--- config.mk ---
export PLATFORM = sky130hd
export DESIGN_NAME = dual_stepper_half_step_positioner_core
export DESIGN_NICKNAME = d
export VERILOG_FILES = /design/src/rtl/dshsp_pkg.sv /design/src/rtl/dshsp_channel.sv /design/src/rtl/dual_stepper_half_step_positioner_core.sv
export SDC_FILE = /design/constraint.sdc
export NUM_CORES = 1
export LEC_CHECK = 0
export ABC_AREA = 1
export CAP_MARGIN = 20
export CORE_ASPECT_RATIO = 1.75
export CORE_MARGIN = 5
export CORE_UTILIZATION = 35
export DETAILED_ROUTE_END_ITERATION = 8
export DONT_BUFFER_PORTS = 1
export GPL_TIMING_DRIVEN = 1
export PLACE_DENSITY = 0.59
export SKIP_CTS_REPAIR_TIMING = 1
export SLEW_MARGIN = 5
export SYNTH_ARGS = -nofsm -noshare
export SYNTH_HDL_FRONTEND = slang
export SYNTH_SLANG_ARGS = --single-unit
--- constraint.sdc ---
create_clock -name clk -period 3.2 [get_ports clk]
set_clock_uncertainty 0.15 [all_clocks]
set_input_delay 0.8 -clock clk [delete_from_list [all_inputs] [get_ports clk]]
set_output_delay 0.8 -clock clk [all_outputs]
set_load 0.03 [all_outputs]
--- src/rtl/dshsp_pkg.sv ---
// ----------------------------------------------------------------------------
// Dual stepper half-step positioner package
// Shared widths, register indexes, alarm codes and the channel result type.
// ----------------------------------------------------------------------------
`default_nettype none

package dshsp_pkg;

	// Width of each channel's position counter.
	localparam int POSITION_BITS = 16;
	// Width of the target field and of the position field on the stream.
	localparam int TARGET_BITS   = 16;
	// Compare width: both operands are sign-extended to the wider of the two.
	localparam int CMP_BITS      = (POSITION_BITS > TARGET_BITS) ? POSITION_BITS : TARGET_BITS;

	localparam int PHASE_BITS    = 3;
	localparam int COIL_BITS     = 4;
	localparam int ALARM_BITS    = 3;

	localparam logic [PHASE_BITS-1:0] PHASE_LAST = 3'd7;

	// Register indexes, taken from paddr[3:2].
	localparam logic [1:0] REG_UD_TABLE = 2'd0;
	localparam logic [1:0] REG_OC_TABLE = 2'd1;
	localparam logic [1:0] REG_UD_OFF   = 2'd2;
	localparam logic [1:0] REG_OC_OFF   = 2'd3;

	localparam logic [31:0]          TABLE_RESET = 32'h98C4_6231;
	localparam logic [COIL_BITS-1:0] OFF_RESET   = 4'h0;

	// Alarm codes rewritten while both motors are stopped.
	localparam logic [ALARM_BITS-1:0] ALARM_WARN_IN   = 3'd4;
	localparam logic [ALARM_BITS-1:0] ALARM_WARN_OUT  = 3'd2;
	localparam logic [ALARM_BITS-1:0] ALARM_CLEAR_IN  = 3'd5;
	localparam logic [ALARM_BITS-1:0] ALARM_CLEAR_OUT = 3'd0;

	// What one channel reports for the tick being accepted.
	typedef struct packed {
		logic [COIL_BITS-1:0]   drive;
		logic [TARGET_BITS-1:0] position;
		logic                   running;
	} chan_res_t;

endpackage

`default_nettype wire

--- src/rtl/dshsp_channel.sv ---
// ----------------------------------------------------------------------------
// Dual stepper half-step positioner: one channel
// Phase, position counter, run flag and held coil pattern of one motor.
// ----------------------------------------------------------------------------
`default_nettype none

module dshsp_channel
	import dshsp_pkg::*;
(
	input  wire logic                   clk,
	input  wire logic                   arst_n,
	input  wire logic                   advance,
	input  wire logic                   start,
	input  wire logic [TARGET_BITS-1:0] target,
	input  wire logic [31:0]            phase_table,
	input  wire logic [COIL_BITS-1:0]   off_pattern,
	output chan_res_t                   res
);

	logic [PHASE_BITS-1:0]    phase_q, phase_n;
	logic [POSITION_BITS-1:0] count_q, count_n;
	logic                     run_q, run_n;
	logic [COIL_BITS-1:0]     drive_q, drive_n;

	logic signed [CMP_BITS-1:0] pos_w;
	logic signed [CMP_BITS-1:0] tgt_w;
	logic                       run_eff;
	logic                       wrap;

	assign pos_w   = CMP_BITS'($signed(count_q));
	assign tgt_w   = CMP_BITS'($signed(target));
	assign run_eff = run_q | start;
	assign wrap    = (phase_q == PHASE_LAST);

	always_comb begin
		phase_n = phase_q;
		count_n = count_q;
		run_n   = run_eff;
		drive_n = drive_q;
		if (tgt_w == pos_w) begin
			run_n   = 1'b0;
			drive_n = off_pattern;
		end else if (run_eff) begin
			drive_n = phase_table[phase_q*COIL_BITS +: COIL_BITS];
			if (tgt_w < pos_w) begin
				// Moving down: the counter drops as the phase wraps past seven.
				if (wrap)
					count_n = count_q - POSITION_BITS'(1);
				phase_n = phase_q + PHASE_BITS'(1);
			end else begin
				if (wrap)
					count_n = count_q + POSITION_BITS'(1);
				phase_n = phase_q - PHASE_BITS'(1);
			end
		end
	end

	always_ff @(posedge clk or negedge arst_n) begin
		if (!arst_n) begin
			phase_q <= '0;
			count_q <= '0;
			run_q   <= 1'b0;
			drive_q <= '0;
		end else if (advance) begin
			phase_q <= phase_n;
			count_q <= count_n;
			run_q   <= run_n;
			drive_q <= drive_n;
		end
	end

	assign res.drive    = drive_n;
	assign res.position = TARGET_BITS'(count_n);
	assign res.running  = run_n;

endmodule

`default_nettype wire

--- src/rtl/dual_stepper_half_step_positioner_core.sv ---
// A result is registered and appears on the master side in the cycle after its input transaction.
// Throughput: one transaction per cycle; the next tick is taken while a result waits,
// as long as the result register is empty or being drained in the same cycle.
// Reset: arst_n clears the phases, counters, run flags, held coil patterns and the
// result valid flag, and loads the phase tables and off patterns with their defaults.
// ----------------------------------------------------------------------------
// Dual stepper half-step positioner core
// Two independent half-step stepper channels advanced by one timer tick per
// stream transaction, with an APB-style register port for the coil tables.
// ----------------------------------------------------------------------------
`default_nettype none

module dual_stepper_half_step_positioner_core
	import dshsp_pkg::*;
(
	input  wire logic        clk,
	input  wire logic        arst_n,

	// Tick stream.
	input  wire logic        s_axis_tvalid,
	output logic             s_axis_tready,
	// [15:0] target_updown, [31:16] target_openclose, [32] start_updown,
	// [33] start_openclose, [36:34] alarm_in, [39:37] zero
	input  wire logic [39:0] s_axis_tdata,

	// Result stream.
	output logic             m_axis_tvalid,
	input  wire logic        m_axis_tready,
	// [3:0] coils_updown, [7:4] coils_openclose, [23:8] position_updown,
	// [39:24] position_openclose, [40] running_updown, [41] running_openclose,
	// [42] both_stopped, [45:43] alarm_out, [47:46] zero
	output logic [47:0]      m_axis_tdata,

	// Register port.
	input  wire logic        psel,
	input  wire logic        penable,
	input  wire logic        pwrite,
	input  wire logic [3:0]  paddr,
	input  wire logic [31:0] pwdata,
	output logic [31:0]      prdata,
	output logic             pready
);

	// ------------------------------------------------------------------
	// Configuration registers. Each register lies at byte address 4*i, so
	// the index is paddr[3:2]. Writes take effect on the access phase.
	// ------------------------------------------------------------------
	logic [31:0]          ud_table_q;
	logic [31:0]          oc_table_q;
	logic [COIL_BITS-1:0] ud_off_q;
	logic [COIL_BITS-1:0] oc_off_q;
	logic                 cfg_write;
	logic [1:0]           cfg_index;

	assign pready    = 1'b1;
	assign cfg_write = psel & penable & pwrite & pready;
	assign cfg_index = paddr[3:2];

	always_ff @(posedge clk or negedge arst_n) begin
		if (!arst_n) begin
			ud_table_q <= TABLE_RESET;
			oc_table_q <= TABLE_RESET;
			ud_off_q   <= OFF_RESET;
			oc_off_q   <= OFF_RESET;
		end else if (cfg_write) begin
			case (cfg_index)
				REG_UD_TABLE: ud_table_q <= pwdata;
				REG_OC_TABLE: oc_table_q <= pwdata;
				REG_UD_OFF:   ud_off_q   <= pwdata[COIL_BITS-1:0];
				REG_OC_OFF:   oc_off_q   <= pwdata[COIL_BITS-1:0];
				default: ;
			endcase
		end
	end

	always_comb begin
		case (cfg_index)
			REG_UD_TABLE: prdata = ud_table_q;
			REG_OC_TABLE: prdata = oc_table_q;
			REG_UD_OFF:   prdata = 32'(ud_off_q);
			REG_OC_OFF:   prdata = 32'(oc_off_q);
			default:      prdata = '0;
		endcase
	end

	// ------------------------------------------------------------------
	// Input side. The result register parts the two streams: a new tick is
	// accepted whenever that register is empty or is being emptied now.
	// ------------------------------------------------------------------
	logic                   accept;
	logic [TARGET_BITS-1:0] target_ud;
	logic [TARGET_BITS-1:0] target_oc;
	logic                   start_ud;
	logic                   start_oc;
	logic [ALARM_BITS-1:0]  alarm_in;

	assign s_axis_tready = !m_axis_tvalid || m_axis_tready;
	assign accept        = s_axis_tvalid & s_axis_tready;

	assign target_ud = s_axis_tdata[15:0];
	assign target_oc = s_axis_tdata[31:16];
	assign start_ud  = s_axis_tdata[32];
	assign start_oc  = s_axis_tdata[33];
	assign alarm_in  = s_axis_tdata[36:34];

	// ------------------------------------------------------------------
	// The two channels hold their own state, which advances on every
	// accepted transaction, and report the values after this tick.
	// ------------------------------------------------------------------
	chan_res_t ud_res;
	chan_res_t oc_res;

	dshsp_channel u_updown (
		.clk         (clk),
		.arst_n      (arst_n),
		.advance     (accept),
		.start       (start_ud),
		.target      (target_ud),
		.phase_table (ud_table_q),
		.off_pattern (ud_off_q),
		.res         (ud_res)
	);

	dshsp_channel u_openclose (
		.clk         (clk),
		.arst_n      (arst_n),
		.advance     (accept),
		.start       (start_oc),
		.target      (target_oc),
		.phase_table (oc_table_q),
		.off_pattern (oc_off_q),
		.res         (oc_res)
	);

	// ------------------------------------------------------------------
	// Stopped flag and alarm remap. Only when neither motor runs are the
	// warning and clearing codes rewritten; everything else passes through.
	// ------------------------------------------------------------------
	logic                  stopped;
	logic [ALARM_BITS-1:0] alarm_res;

	assign stopped = !ud_res.running && !oc_res.running;

	always_comb begin
		alarm_res = alarm_in;
		if (stopped) begin
			if (alarm_in == ALARM_WARN_IN)
				alarm_res = ALARM_WARN_OUT;
			else if (alarm_in == ALARM_CLEAR_IN)
				alarm_res = ALARM_CLEAR_OUT;
		end
	end

	// ------------------------------------------------------------------
	// Result register.
	// ------------------------------------------------------------------
	logic        out_valid_q;
	logic [47:0] out_data_q;

	always_ff @(posedge clk or negedge arst_n) begin
		if (!arst_n) begin
			out_valid_q <= 1'b0;
		end else if (s_axis_tready) begin
			out_valid_q <= s_axis_tvalid;
		end
	end

	always_ff @(posedge clk) begin
		if (accept) begin
			out_data_q <= {2'b00, alarm_res, stopped, oc_res.running, ud_res.running,
				oc_res.position, ud_res.position, oc_res.drive, ud_res.drive};
		end
	end

	assign m_axis_tvalid = out_valid_q;
	assign m_axis_tdata  = out_data_q;

endmodule

`default_nettype wire

==> results.txt <==
Post-synthesis average cell area - 7.76 um2
Fin area - 11200 um2
Power density over cell area - 970 nW/um2
Slew at the pin closest to its max-slew limit - 0.853 ns
Synth Register Bits - 167
Worst Setup Start Kind - register
Worst skew pair latency - 0.45 ns
Synth async-reset ratio - 72.5%
Max_cap viols - 0
Number of synthesized flops with an enable pin - 46
Gr usage total - 18.5%
Via count - 8779
Utilization after layout - 39.4%
Min cycle time layout - 2.99 ns
CP max FO - 7
R2R cell count - 14
Setup TNS - 0 ns
Core area - 28500 um2
CTS Buf Count - 17
DP Wirelength - 22500 um
First DRT Iteration DRCs - 546
Row count - 82
Peak supply drop - 399 uV
Clock root buffer - clkbuf_16
Share of cells above drive strength 1 - 11.3%
Clock sinks - 167
Placed Cells - 1663
Sequential share of the synthesized area - 44.1%
Die ar. - 32400 um2
Slowest cell delay on critical path - 0.46 ns
WL per Instance - 17.8 um
Post-Route WL - 30300 um
Final hold violation count - 0
Final Setup Violations - 0
Crit Path Category - reg -> reg
Status - finished clean
Nets - 1426
Largest net degree at the start of global routing - 122
Clock transition at path regs - 0.07 ns
Post-route DRC - 0
Synth cell types - 49
R2r startpoint - u_updown.count_q[13]$_DFFE_PN0P_
Dpl cell area - 10600 um2
Die W - 138 um
Reg-to-reg critical path endpoint - u_updown.phase_q[2]$_DFFE_PN0P_
Port bufs - 0
CP startpoint - u_updown.count_q[13]$_DFFE_PN0P_
Crit path cell chain - clkinvlp_4, ha_1, a21oi_1, o21ai_0, a21oi_1, nand2_1, nand2_2, nand2_2, xor2_1, ha_1, o21ai_0, nand4_1, nand2_1, inv_1
Ys flop type - dfrtp_1
Clock buffer depth - 2
Final RePlAce weighted congestion - 0.895
Global route total overflow - 0
R2R Setup Slk - 0.21 ns
Worst slew margin - 43.1%
Antenna-violating nets left - 0
CTS tree - built
Cells after Synth - 1298
Setup WS pre-CTS - 0.109 ns
Tcrit/Tclk final - 93.4%
Total power - 10.9 mW
Mapped Area - 10100 um2
RSZ-0062 raised after global routing - no
Initial antenna violation count - 1
Leak Pwr - 5.21 nW
Die span in y - 234 um
Worst setup EP type - register
Vias in the first global route - 8634
Max-slew violations - 0
Final hold slack - 0.0454 ns
Max Freq - 335 MHz
Hold Path Class - in -> async
Area grow syn2layout - 11.6%
Vias/cell - 5.17
Final std cells w/o fill - 1698
Worst Path Required - 3.40 ns
Drt first pass iters - 7
H-tree Lvls - 4
Initial Utilization - 35.3%
Total number of yosys warnings - 0
Num ports - 166
First-pass GRT wire length - 47400 um
Worst path arrival time - 3.18 ns
Final WS setup - 0.213 ns
Slowest CP cell - dfrtp_1
Critical Path Sink - u_updown.phase_q[2]$_DFFE_PN0P_
Fillcell total - 3015
## logic make-up (layout without fill, tap and decap cells)
| logic type | after synthesis | count (layout) | share of synthesized area [%] |
|---|---|---|---|
| buf+inv | 199 | 218 | 8.36 |
| flops | 167 | 167 | 44.1 |
| other cells | 2 | 5 | 0.0746 |
| simple gates | 626 | 626 | 27.2 |
| compound gates | 247 | 247 | 13.8 |
| fa+ha+maj | 38 | 38 | 4.72 |
| xor+xnor | 19 | 19 | 1.73 |
## worst min path at each step
stage / cells past startpoint / from / slack (ns) / endpoint
global route: 0 / arst_n / 0.03 / oc_table_q[4]$_DFFE_PN1P_
CTS: 0 / arst_n / -0.12 / ud_table_q[6]$_DFFE_PN0P_
finish: 0 / arst_n / 0.05 / ud_table_q[4]$_DFFE_PN1P_
global placement: 2 / u_updown.drive_q[2]$_DFFE_PN0P_ / 0.31 / u_updown.drive_q[2]$_DFFE_PN0P_
floorplan: 2 / u_updown.drive_q[0]$_DFFE_PN0P_ / 0.30 / u_updown.drive_q[0]$_DFFE_PN0P_
detailed placement: 2 / u_openclose.drive_q[0]$_DFFE_PN0P_ / 0.32 / u_openclose.drive_q[0]$_DFFE_PN0P_
## registers in the layout, summed over array words and instances (netlist names), 16 cells and up
| signal | count |
|---|---|
| u_updown.count_q | 16 |
| u_openclose.count_q | 16 |
| m_axis_tdata | 46 |
| ud_table_q | 32 |
| oc_table_q | 32 |
## worst max-delay path: cells and delay by family, from the launching register on
family | cells | cell delay, ns
AO/OA/AOI/OAI | 4 | 0.76
AND/OR/NAND/NOR | 5 | 0.56
adder cells (fa/ha/maj) | 2 | 0.53
flip-flops | 1 | 0.46
buffers and inverters | 2 | 0.26
XOR/XNOR | 1 | 0.15
## report_power, final
part           internal [mW]  total [mW]  switching, mW
Sequential              3.05        4.09           1.04
Clock                   1.23        2.14          0.903
Combinational           1.61        4.67           3.06
Total                   5.89        10.9           5.00
## layout make-up
type | instances | area, um2 | area share, %
inverter | 141 | 534 | 4.76
clock buffer | 21 | 440 | 3.92
antenna | 2 | 5.00 | 0.0445
sequential | 167 | 4440 | 39.5
multi-input combinational | 933 | 4800 | 42.7
timing repair buffer | 45 | 395 | 3.52
tap | 378 | 473 | 4.21
clock inverter | 11 | 146 | 1.30
## routing by layer
layer	wire length, um	global-route usage [%]	vias to the layer above
met5	0	0	-
met4	1410	10.3	0
met3	1360	3.90	67
met2	15700	33.1	260
met1	11700	20.4	4157
li1	-	-	4295
## cells in the mapped netlist, types with 12 or more instances
cell | number | area (um2)
nand2_2 | 12 | 75.1
nand2_1 | 379 | 1420
edfxtp_1 | 46 | 1380
a22o_1 | 20 | 175
dfrtp_1 | 97 | 2430
o21ai_0 | 140 | 701
dfstp_2 | 24 | 631
nor2_1 | 86 | 323
nand4_1 | 21 | 131
xor2_1 | 18 | 158
nand3_1 | 85 | 425
o21ai_1 | 18 | 90.1
ha_1 | 38 | 475
a21oi_1 | 29 | 145
o22ai_1 | 21 | 131
clkbuf_1 | 29 | 109
buf_2 | 12 | 60.1
inv_1 | 132 | 495
## cells in the final DEF, fill, tap and decap left out, types with 3 or more instances in the layout
master | synthesis | layout
a22o_1 | 20 | 20
nand2_2 | 12 | 14
inv_2 | 4 | 5
o22ai_1 | 21 | 21
nor2_2 | 9 | 11
buf_4 | 9 | 41
nand3_1 | 85 | 85
conb_1 | 2 | 3
xor2_1 | 18 | 18
nand4_1 | 21 | 21
bufinv_16 | 0 | 3
inv_1 | 132 | 132
o2111ai_1 | 3 | 3
o211ai_1 | 6 | 6
dfstp_2 | 24 | 24
nand2_1 | 379 | 377
nor3_1 | 10 | 10
dfrtp_1 | 97 | 97
buf_12 | 0 | 3
clkbuf_16 | 0 | 17
nor2_4 | 3 | 3
nor3_2 | 3 | 3
nor2_1 | 86 | 84
clkbuf_1 | 29 | 4
ha_1 | 38 | 38
a21oi_1 | 29 | 29
inv_4 | 0 | 4
o21ai_1 | 18 | 18
edfxtp_1 | 46 | 46
nand3_2 | 6 | 6
o21ai_0 | 140 | 140
(Power assumes the default switching activity.)
